File: config.mk
export PLATFORM = sky130hd
export DESIGN_NAME = pixel_brightness_contrast_unit
export DESIGN_NICKNAME = d
export VERILOG_FILES = /design/src/rtl/pbc_pkg.sv /design/src/rtl/pbc_gain_div.sv /design/src/rtl/pixel_brightness_contrast_unit.sv
export SDC_FILE = /design/constraint.sdc
export NUM_CORES = 1
export LEC_CHECK = 0
export ABC_AREA = 0
export CORE_MARGIN = 4
export CORE_UTILIZATION = 45
export DETAILED_ROUTE_END_ITERATION = 10
export DONT_BUFFER_PORTS = 1
export SLEW_MARGIN = 10
export SYNTH_ARGS = -nofsm -noshare
export SYNTH_HDL_FRONTEND = slang
export SYNTH_SLANG_ARGS = --single-unit
export TNS_END_PERCENT = 100
File: constraint.sdc
create_clock -name clk -period 11.3 [get_ports clk]
set_input_delay 1.13 -clock clk [delete_from_list [all_inputs] [get_ports clk]]
set_output_delay 1.13 -clock clk [all_outputs]
set_load 0.1 [all_outputs]
File: src/rtl/pbc_pkg.sv
// shared constants, register codes and the per-channel datapath function
// for the pixel brightness/contrast unit; no dependencies
package pbc_pkg;

  localparam int PIX_W     = 32;
  localparam int CHAN_W    = 8;
  localparam int CFG_W     = 8;
  localparam int CFG_IDX_W = 2;

  // gain is unsigned Q2.16
  localparam int GAIN_W    = 18;
  localparam int FRAC_W    = 16;
  localparam logic [GAIN_W-1:0] GAIN_ONE = GAIN_W'(1 << FRAC_W);

  // divider operand widths: numerator 259*(c+255) << 16, denominator 255*(259-c)
  localparam int NUM_W     = 33;
  localparam int DEN_W     = 17;
  localparam int CNT_W     = $clog2(NUM_W + 1);

  localparam int K_259     = 259;
  localparam int K_255     = 255;

  localparam logic signed [CHAN_W+1:0]  CHAN_MAX_S = 10'sd255;
  localparam logic signed [CHAN_W:0]    CHAN_MID_S = 9'sd128;
  localparam logic signed [11:0]        Q_MID      = 12'sd128;
  localparam logic signed [11:0]        Q_MAX      = 12'sd255;

  typedef enum logic [CFG_IDX_W-1:0] {
    REG_BRIGHTNESS = 2'd0,
    REG_CONTRAST   = 2'd1
  } reg_idx_t;

  typedef struct packed {
    logic busy;
    logic done;
  } gdiv_stat_t;

  // brightness add and clamp, then floor((b-128)*gain)+128 and clamp
  function automatic logic [CHAN_W-1:0] adj_chan(
    input logic        [CHAN_W-1:0] ch,
    input logic signed [CFG_W-1:0]  off,
    input logic        [GAIN_W-1:0] gain
  );
    logic signed [CHAN_W+1:0]  s;
    logic        [CHAN_W-1:0]  b;
    logic signed [CHAN_W:0]    d;
    logic signed [GAIN_W:0]    g;
    logic signed [27:0]        p;
    logic signed [11:0]        q;
    logic signed [11:0]        v;
    logic        [CHAN_W-1:0]  res;
    s = $signed({2'b00, ch}) + $signed({{2{off[CFG_W-1]}}, off});
    if (s < 0) begin
      b = '0;
    end else if (s > CHAN_MAX_S) begin
      b = '1;
    end else begin
      b = s[CHAN_W-1:0];
    end
    d = $signed({1'b0, b}) - CHAN_MID_S;
    g = $signed({1'b0, gain});
    p = 28'(d) * 28'(g);
    // arithmetic shift floors toward minus infinity
    q = 12'(p >>> FRAC_W);
    v = q + Q_MID;
    if (v < 0) begin
      res = '0;
    end else if (v > Q_MAX) begin
      res = '1;
    end else begin
      res = v[CHAN_W-1:0];
    end
    return res;
  endfunction

endpackage

File: src/rtl/pbc_gain_div.sv
// contrast gain unit: restoring long division, one quotient bit per cycle
// depends on pbc_pkg
module pbc_gain_div
  import pbc_pkg::*;
(
  input  logic                     clk,
  input  logic                     rst_n,
  input  logic                     start,
  input  logic signed [CFG_W-1:0]  level,
  output gdiv_stat_t               stat,
  output logic        [GAIN_W-1:0] gain
);

  logic [NUM_W-1:0] num_r, num_nxt;
  logic [DEN_W-1:0] den_r, den_nxt;
  logic [DEN_W:0]   rem_r, rem_nxt;
  logic [CNT_W-1:0] cnt_r, cnt_nxt;

  logic [9:0]       lv_plus;   // c + 255, 127..382
  logic [9:0]       lv_minus;  // 259 - c, 132..387
  logic [DEN_W-1:0] num_base;
  logic [DEN_W:0]   rem_sh;
  logic             qbit;
  logic             busy;

  assign lv_plus  = 10'($signed({{2{level[CFG_W-1]}}, level}) + 10'sd255);
  assign lv_minus = 10'(10'sd259 - $signed({{2{level[CFG_W-1]}}, level}));
  assign num_base = DEN_W'(lv_plus) * DEN_W'(K_259);

  assign busy   = (cnt_r != '0);
  assign rem_sh = {rem_r[DEN_W-1:0], num_r[NUM_W-1]};
  assign qbit   = (rem_sh >= {1'b0, den_r});

  always_comb begin
    num_nxt = num_r;
    den_nxt = den_r;
    rem_nxt = rem_r;
    cnt_nxt = cnt_r;
    if (start) begin
      num_nxt = {num_base, {FRAC_W{1'b0}}};
      den_nxt = DEN_W'(lv_minus) * DEN_W'(K_255);
      rem_nxt = '0;
      cnt_nxt = CNT_W'(NUM_W);
    end else if (busy) begin
      num_nxt = {num_r[NUM_W-2:0], qbit};
      rem_nxt = qbit ? (rem_sh - {1'b0, den_r}) : rem_sh;
      cnt_nxt = cnt_r - 1'b1;
    end
  end

  always_ff @(posedge clk) begin
    if (!rst_n) begin
      cnt_r <= '0;
    end else begin
      cnt_r <= cnt_nxt;
    end
  end

  always_ff @(posedge clk) begin
    num_r <= num_nxt;
    den_r <= den_nxt;
    rem_r <= rem_nxt;
  end

  assign stat.busy = busy;
  assign stat.done = busy && (cnt_r == CNT_W'(1)) && !start;
  assign gain      = num_nxt[GAIN_W-1:0];

endmodule

File: src/rtl/pixel_brightness_contrast_unit.sv
// top level of the pixel brightness/contrast unit: config registers,
// input register, per-channel datapath and result register
// depends on pbc_pkg and pbc_gain_div
//
// channel   dir   fields (lsb first)      notes
// in_*      in    tdata: pixel_in[31:0]   argb source pixel
// out_*     out   tdata: pixel_out[31:0]  argb adjusted pixel, alpha unchanged
// cfg_*     in    index 0 brightness, 1 contrast, 8-bit signed data
//
// one pixel per clock sustained while out_tready is high and no gain divide runs;
// input register, then the whole channel datapath, then result register
// a contrast write runs the gain divider (one quotient bit a cycle);
// in_tready is low during that time
// after reset gain is unity and brightness zero; no clearing pass
// a stalled result holds in the output register while one more item waits
// in the input register
module pixel_brightness_contrast_unit
  import pbc_pkg::*;
(
  input  logic                 clk,
  input  logic                 rst_n,
  input  logic                 in_tvalid,
  output logic                 in_tready,
  input  logic [PIX_W-1:0]     in_tdata,   // pixel_in[31:0]
  output logic                 out_tvalid,
  input  logic                 out_tready,
  output logic [PIX_W-1:0]     out_tdata,  // pixel_out[31:0]
  input  logic                 cfg_we,
  input  logic [CFG_IDX_W-1:0] cfg_index,
  input  logic [CFG_W-1:0]     cfg_wdata
);

  // configuration and derived gain
  logic signed [CFG_W-1:0]  bright_r, bright_nxt;
  logic        [GAIN_W-1:0] gain_r, gain_nxt;
  logic                     div_start;
  gdiv_stat_t               div_stat;
  logic        [GAIN_W-1:0] div_gain;

  // pipeline registers
  logic                     s1_valid_r, s1_valid_nxt;
  logic        [PIX_W-1:0]  s1_data_r;
  logic                     out_valid_r, out_valid_nxt;
  logic        [PIX_W-1:0]  out_data_r, out_data_nxt;
  logic                     s1_adv;
  logic                     in_acc;

  // register decode; writes beyond the list fall through and are dropped
  always_comb begin
    bright_nxt = bright_r;
    div_start  = 1'b0;
    if (cfg_we) begin
      unique case (reg_idx_t'(cfg_index))
        REG_BRIGHTNESS: bright_nxt = $signed(cfg_wdata);
        REG_CONTRAST:   div_start  = 1'b1;
        default:        ;
      endcase
    end
  end

  pbc_gain_div u_gain_div (
    .clk   (clk),
    .rst_n (rst_n),
    .start (div_start),
    .level ($signed(cfg_wdata)),
    .stat  (div_stat),
    .gain  (div_gain)
  );

  assign gain_nxt = div_stat.done ? div_gain : gain_r;

  always_ff @(posedge clk) begin
    if (!rst_n) begin
      bright_r <= '0;
      gain_r   <= GAIN_ONE;
    end else begin
      bright_r <= bright_nxt;
      gain_r   <= gain_nxt;
    end
  end

  // handshake: stage 1 moves on when the result register is free or drains
  assign s1_adv    = !out_valid_r || out_tready;
  assign in_tready = (!s1_valid_r || s1_adv) && !div_stat.busy;
  assign in_acc    = in_tvalid && in_tready;

  always_comb begin
    s1_valid_nxt = s1_valid_r;
    if (in_acc) begin
      s1_valid_nxt = 1'b1;
    end else if (s1_adv) begin
      s1_valid_nxt = 1'b0;
    end
  end

  // channel datapath: alpha passes, r/g/b each adjusted
  always_comb begin
    out_valid_nxt = out_valid_r;
    out_data_nxt  = out_data_r;
    if (s1_adv) begin
      out_valid_nxt = s1_valid_r;
      out_data_nxt  = {s1_data_r[31:24],
                       adj_chan(s1_data_r[23:16], bright_r, gain_r),
                       adj_chan(s1_data_r[15:8],  bright_r, gain_r),
                       adj_chan(s1_data_r[7:0],   bright_r, gain_r)};
    end
  end

  always_ff @(posedge clk) begin
    if (!rst_n) begin
      s1_valid_r  <= 1'b0;
      out_valid_r <= 1'b0;
    end else begin
      s1_valid_r  <= s1_valid_nxt;
      out_valid_r <= out_valid_nxt;
    end
  end

  always_ff @(posedge clk) begin
    if (in_acc) begin
      s1_data_r <= in_tdata;
    end
    out_data_r <= out_data_nxt;
  end

  assign out_tvalid = out_valid_r;
  assign out_tdata  = out_data_r;

  // no pixel enters while the gain is being worked out
  a_no_accept_busy: assert property (@(posedge clk) disable iff (!rst_n)
    div_stat.busy |-> !in_acc)
    else $error("item accepted while gain divider busy");

  // a contrast write starts the divider
  a_contrast_starts: assert property (@(posedge clk) disable iff (!rst_n)
    (cfg_we && cfg_index == REG_CONTRAST) |=> div_stat.busy)
    else $error("contrast write did not start gain divider");

  // a waiting item in stage 1 is never dropped
  a_s1_hold: assert property (@(posedge clk) disable iff (!rst_n)
    (s1_valid_r && !s1_adv) |=> s1_valid_r)
    else $error("stage 1 item lost under stall");

  // alpha of the moved item reaches the result register unchanged
  a_alpha_pass: assert property (@(posedge clk) disable iff (!rst_n)
    (s1_valid_r && s1_adv) |=> (out_valid_r && out_data_r[31:24] == $past(s1_data_r[31:24])))
    else $error("alpha byte altered");

endmodule

After elaboration in Yosys (flattened, before gate mapping)
Cells that the tools add are included.
{"block": "word_totals", "ff_bits": 165, "latch_bits": 0, "ram_bits": 0, "mem_bits_ro": 0, "input_bits": 47, "n_memories": 0}
{"block": "classes", "addsub": 13, "mul": 5, "n_div": 0, "order_cmp": 13, "n_eq_ne": 2, "shift": 0, "muxes": 21, "n_bitwise": 1, "n_reduce_logical": 16}
{"op": "8-bit two-way mux", "count": 12}
{"op": "9-bit by 19-bit multiplier with 28-bit output", "count": 3}
{"op": "33-bit two-way mux", "count": 2}
{"op": "12-bit by 9-bit adder with 12-bit output (second input constant)", "count": 3}
{"op": "12-bit by 9-bit > comparator with 1-bit output (second input constant)", "count": 3}
{"op": "12-bit by 1-bit < comparator with 1-bit output (second input constant)", "count": 3}
{"op": "9-bit by 8-bit adder with 10-bit output", "count": 3}
{"op": "10-bit by 9-bit > comparator with 1-bit output (second input constant)", "count": 3}
{"op": "10-bit by 1-bit < comparator with 1-bit output (second input constant)", "count": 3}
{"op": "8-bit by 8-bit subtractor with 9-bit output (second input constant)", "count": 3}
{"op": "18-bit by 17-bit >= comparator with 1-bit output", "count": 1}
{"op": "10-bit by 8-bit multiplier with 17-bit output (second input constant)", "count": 1}
{"op": "10-bit by 9-bit multiplier with 17-bit output (second input constant)", "count": 1}
{"op": "17-bit two-way mux", "count": 1}
{"op": "17-bit subtractor", "count": 1}
{"op": "6-bit two-way mux", "count": 2}
{"op": "8-bit by 9-bit adder with 10-bit output (second input constant)", "count": 1}
{"op": "10-bit by 8-bit subtractor with 10-bit output (first input constant)", "count": 1}
{"op": "6-bit by 1-bit == test with 1-bit output (second input constant)", "count": 1}
{"op": "6-bit nonzero test", "count": 1}
{"op": "6-bit by 1-bit subtractor with 6-bit output (second input constant)", "count": 1}
{"op": "1-bit logical AND", "count": 4}
{"op": "1-bit zero test", "count": 4}
{"op": "1-bit two-way mux", "count": 4}
{"op": "other kinds (7)", "count": 9}

Depth between registers and ports, before layout
{"block": "depth", "ltp_word": 10, "mapped_depth": 42, "ltp_nobuf": 41}

By module
A second synthesis with hierarchy kept.
{"block": "hier_totals", "hier_cells": 2952, "area_unflattened_um2": 27338.7}
{"module": "pixel_brightness_contrast_unit", "instances": 1, "cells_per_inst": 2145, "area_per_inst_um2": 20285.7, "seq_area_each_um2": 2482.4}
{"module": "pbc_gain_div", "instances": 1, "cells_per_inst": 807, "area_per_inst_um2": 7053.0, "seq_area_each_um2": 1781.7}

Least setup slack after synthesis
No wires, ideal clock.
{"block": "synth_path", "path_type": "register to register", "from": "register s1_data_r[1]", "to": "register out_data_r[0], in the netlist out_tdata[0], data pin", "setup_time_ns": 0.278, "arrival_ns": 8.851, "setup_slack_ns": 2.172, "stages_incl_launch_ff": 39, "n_path_buf": 1, "synth_period_minus_slack_ns": 9.128, "path_cell_list": "edfxtp_1 ha_1 a211oi_1 o21ai_0 nor2b_1 o21a_1 nor2_1 nor2b_1 or3_1 a21oi_1 o21a_1 clkbuf_1 inv_1 nand2_1 fa_1 fa_1 inv_1 fa_1 [... 3 more ...] inv_1 ha_1 a21o_1 a21o_1 a21oi_1 o21ai_0 nand3_1 o311ai_2 nand4_1 or3b_1 ha_1 nor2b_1 maj3_1 a21oi_1 mux2i_1 a221oi_1 xnor2_1 a21boi_0"}
{"block": "synth_via", "elab_chain_cells": 10, "word_cells_on_any_way": 12}
{"element": "start: declaration", "line_no": "pixel_brightness_contrast_unit.sv:42", "source": "logic [PIX_W-1:0] s1_data_r;"}
{"element": "start signal: assignment", "line_no": "pixel_brightness_contrast_unit.sv:121", "source": "s1_data_r <= in_tdata;"}
{"element": "9-bit by 8-bit adder with 10-bit output (*)", "line_no": "pbc_pkg.sv:52", "source": "s = $signed({2'b00, ch}) + $signed({{2{off[CFG_W-1]}}, off});"}
{"element": "10-bit by 9-bit > comparator with 1-bit output", "line_no": "pbc_pkg.sv:55", "source": "end else if (s > CHAN_MAX_S) begin"}
{"element": "8-bit two-way mux", "line_no": "pbc_pkg.sv:55"}
{"element": "8-bit two-way mux (*)", "line_no": "pbc_pkg.sv:53", "source": "if (s < 0) begin"}
{"element": "8-bit two-way mux (*)", "line_no": "pixel_brightness_contrast_unit.sv:100", "source": "if (s1_adv) begin"}
{"element": "8-bit by 8-bit subtractor with 9-bit output (*)", "line_no": "pbc_pkg.sv:60", "source": "d = $signed({1'b0, b}) - CHAN_MID_S;"}
{"element": "9-bit by 19-bit multiplier with 28-bit output (*)", "line_no": "pbc_pkg.sv:62", "source": "p = 28'(d) * 28'(g);"}
{"element": "12-bit by 9-bit adder with 12-bit output (*)", "line_no": "pbc_pkg.sv:65", "source": "v = q + Q_MID;"}
{"element": "12-bit by 9-bit > comparator with 1-bit output", "line_no": "pbc_pkg.sv:68", "source": "end else if (v > Q_MAX) begin"}
{"element": "8-bit two-way mux", "line_no": "pbc_pkg.sv:68"}
{"element": "end signal: assignment", "line_no": "pixel_brightness_contrast_unit.sv:123", "source": "out_data_r <= out_data_nxt;"}
{"element": "end: declaration", "line_no": "pixel_brightness_contrast_unit.sv:44", "source": "logic [PIX_W-1:0] out_data_r, out_data_nxt;"}
Every way passes the cells marked *; elsewhere a longest branch is shown, timed or not. The select of a mux whose other input is x is not followed.
A chain may end at the register's enable or synchronous reset.

Worst setup path after layout
Ends and elaborated chain as after synthesis.

==> flow_summary.toml <==
[final_layout]
layout.cells.non_filler = 3516
layout_commonest_cell = "inv_1"
stdcell_area_sq_mm = 0.02746
mostFrequentLayoutCells = "inv_1 (401), fa_1 (376), nand2_1 (346), ha_1 (325), and2_1 (214)"
drive_above_1_share = 0.03787
finalNetCount = 3481
n_fill_cell = 5398
synthToLayoutAreaGrowth_pct = 5.155

[synthesis]
async_flop_share = 0
synth.distinct_cells = 86
synth.avg_cell_area_sq_um = 9.295
synth_seq_cells = 165
synth_edf_count = 96
netlist_area_sq_mm = 0.02612
ys_warn_count = 0
synthesis.nets = 3558
synthCells = 2810
ys.flop_type = "edfxtp_1"
synth_seq_area_share = 0.1633

[pwr]
p_sw_frac = 0.5331
p_seq_frac = 0.212
power.internal_mw = 3.197
ir_drop_mv = 0.2459
powerDensity_mw_per_mm2 = 249.3
p_sw_mw = 3.650
power_frac_comb = 0.696
p_leak_nw = 13.43
clkPwrFrac = 0.092

[grt]
grt.total_usage = 0.2166
antenna_found_initial = 10
grt_pass1_wl_um = 108200
overflow = 0
grt_max_degree = 46
first_global_vias = 20390

[cts]
cts_hold_repair.buffers = 0
clk_path_buf_depth = 2
cts_root_buffer = "clkbuf_16"
cts-buffers-inserted = 17
htree_levels = 4
postCtsResizedCells = 0
clock_latency_ns = 0.48
cts_sinks = 165
clk_pin_slew_ns = 0.07
post-cts-setup-buffer-count = 0
cts_tree = "built"

[sta]
fin_crit_ns = 10.30
fin_setup_tns_ns = 0
final-setup-viol-count = 0
hold_viol_final = 0
worstMarginPinSlew_ns = 1.108
rsz0062_at_grt = "false"
hold_ws_ns = 0.4252
slew_violations = 0
relSlewSlack = 0.2584
finalCritPeriodShare = 0.9115
fin_skew_ns = 0.01838
fmax_mhz = 97.09

[floorplan]
dieArea_sq_mm = 0.06196
rows = 88
pin_count = 81
initial_core_util = 0.4535
dieWidth_um = 248.9
die_y_um = 248.9
core_sq_mm = 0.05759

[status]
status = "finished clean"

[worst_setup_path]
critPathMaxStageDelay_ns = 0.81
cp_max_fo = 18
crit_path_start_kind = "flop"
crit_required_ns = 11.61
rr_startpoint = "s1_data_r[1]$_DFFE_PP_"
crit_path_frequent_cell = "fa_1"
r2r_slack_ns = 1.00
startpoint = "s1_data_r[1]$_DFFE_PP_"
path_class = "flop to flop"
crit_slowest_cell = "o21a_1"
critPathArrivalTime_ns = 10.61
cp-end-kind = "flop"

[placement]
place_area_sq_mm = 0.02682
dp.cells = 3479
hpwl_um = 49330
gp_routability_congestion = 0.8575
numPortBuffers = 0

[route]
routed_wl_um = 65480
wl_per_cell_um = 18.62
drcViolationCount = 0
via_per_inst = 5.436
antenna_left = 0
dr_total_vias = 19110
drt_iter0_drc = 1023
firstDrtPassIters = 6

[run]
maxCapViolations = 0

[worst_hold_path]
min_from = "s1_data_r[25]$_DFFE_PP_"
hp-class = "flop to flop"
through the flow:
step	utilization	setup slack, ns	power [mW]
global route	0.4767	0.2013	7.583
global placement	0.4657	1.467	6.086
CTS	0.4767	1.131	6.894
finish	0.4769	1.000	6.847
floorplan	-	2.172	5.076
detailed placement	0.4657	1.161	6.220
cells by family after synthesis:
group,after synthesis,share of synthesized area
flip-flops,165,0.1633
multiplexers,27,0.01054
XOR/XNOR,98,0.03286
adder cells (fa/ha/maj),703,0.4447
AO/OA/AOI/OAI,394,0.1047
buffers and inverters,529,0.07694
AND/OR/NAND/NOR,894,0.1671
flip-flops by register name (all words and copies together), names as in the netlist:
name              count
gain_r               18
bright_r              8
out_tdata            32
u_gain_div.cnt_r      6
u_gain_div.rem_r     17
u_gain_div.num_r     33
out_tvalid            1
s1_valid_r            1
s1_data_r            32
u_gain_div.den_r     17
synth_stat cells (5+ instances only):
| cell type | number | area [sq um] |
|---|---|---|
| nand2b_1 | 14 | 87.58 |
| o2111ai_1 | 5 | 43.79 |
| o31a_1 | 16 | 140.1 |
| xnor2_1 | 69 | 604.3 |
| dfxtp_1 | 69 | 1381 |
| nor2_1 | 133 | 499.2 |
| nor3_1 | 18 | 90.09 |
| a21boi_0 | 33 | 247.7 |
| inv_1 | 402 | 1509 |
| nand3_1 | 43 | 215.2 |
| nand2_1 | 346 | 1299 |
| edfxtp_1 | 96 | 2883 |
| o21ai_0 | 68 | 340.3 |
| or2_2 | 11 | 68.82 |
| a22oi_1 | 9 | 67.56 |
| nand4_1 | 16 | 100.1 |
| o31ai_1 | 5 | 37.54 |
| a211oi_1 | 17 | 127.6 |
| a21o_1 | 36 | 270.3 |
| clkbuf_1 | 105 | 394.1 |
| mux2i_1 | 23 | 230.2 |
| a21oi_1 | 95 | 475.5 |
| and3_1 | 15 | 93.84 |
| a31oi_1 | 5 | 31.28 |
| o21bai_1 | 8 | 60.06 |
| fa_1 | 376 | 7527 |
| and2_1 | 214 | 1339 |
| xor2_1 | 29 | 254.0 |
| ha_1 | 325 | 4066 |
| o211ai_1 | 7 | 52.55 |
| o21a_1 | 40 | 300.3 |
| buf_1 | 17 | 63.81 |
| nor2b_1 | 60 | 375.4 |
area by class of cell:
type                       count  area [sq um]  area share
clock buffer                  17         425.4     0.01549
timing repair buffer          31         232.7    0.008474
tap                          765         957.2     0.03485
multi-input combinational   2116         19860      0.7230
sequential                   165          4264      0.1553
antenna                        5         12.51   0.0004556
clock inverter                15         206.4    0.007517
inverter                     402          1509     0.05494
layer usage:
| metal | vias to the layer above | wire (um) | global-route usage |
|---|---|---|---|
| met4 | 4 | 1782 | 0.06572 |
| li1 | 8939 | - | - |
| met1 | 9650 | 29510 | 0.2953 |
| met5 | - | 34 | 0 |
| met3 | 93 | 3158 | 0.03602 |
| met2 | 427 | 31000 | 0.3568 |
worst max-delay path, delay by kind of cell (launching register included):
kind,cells,cell delay [ns]
simple gates,8,1.63
fa+ha+maj,8,3.43
xor+xnor,1,0.51
compound gates,16,3.88
buf+inv,3,0.15
flops,1,0.41
mux,1,0.15
power by group through the flow:
stage | combinational [mW] | sequential [mW] | clock, mW
floorplan | 3.67 | 1.41 | 0
global placement | 4.63 | 1.46 | 0
detailed placement | 4.76 | 1.47 | 0
CTS | 4.79 | 1.45 | 0.648
global route | 5.45 | 1.47 | 0.668
finish | 4.77 | 1.45 | 0.630
worst paths after layout:
kind                            depth (start not counted)                    endpoint
worst max-delay path                                   37  out_tdata[0]$_SDFFCE_PN0P_
worst min-delay path                                    0     out_tdata[25]$_DFFE_PP_
worst max register to register                         37  out_tdata[0]$_SDFFCE_PN0P_
worst min register to register                          0     out_tdata[25]$_DFFE_PP_
Power figures use the tool's default switching activity.
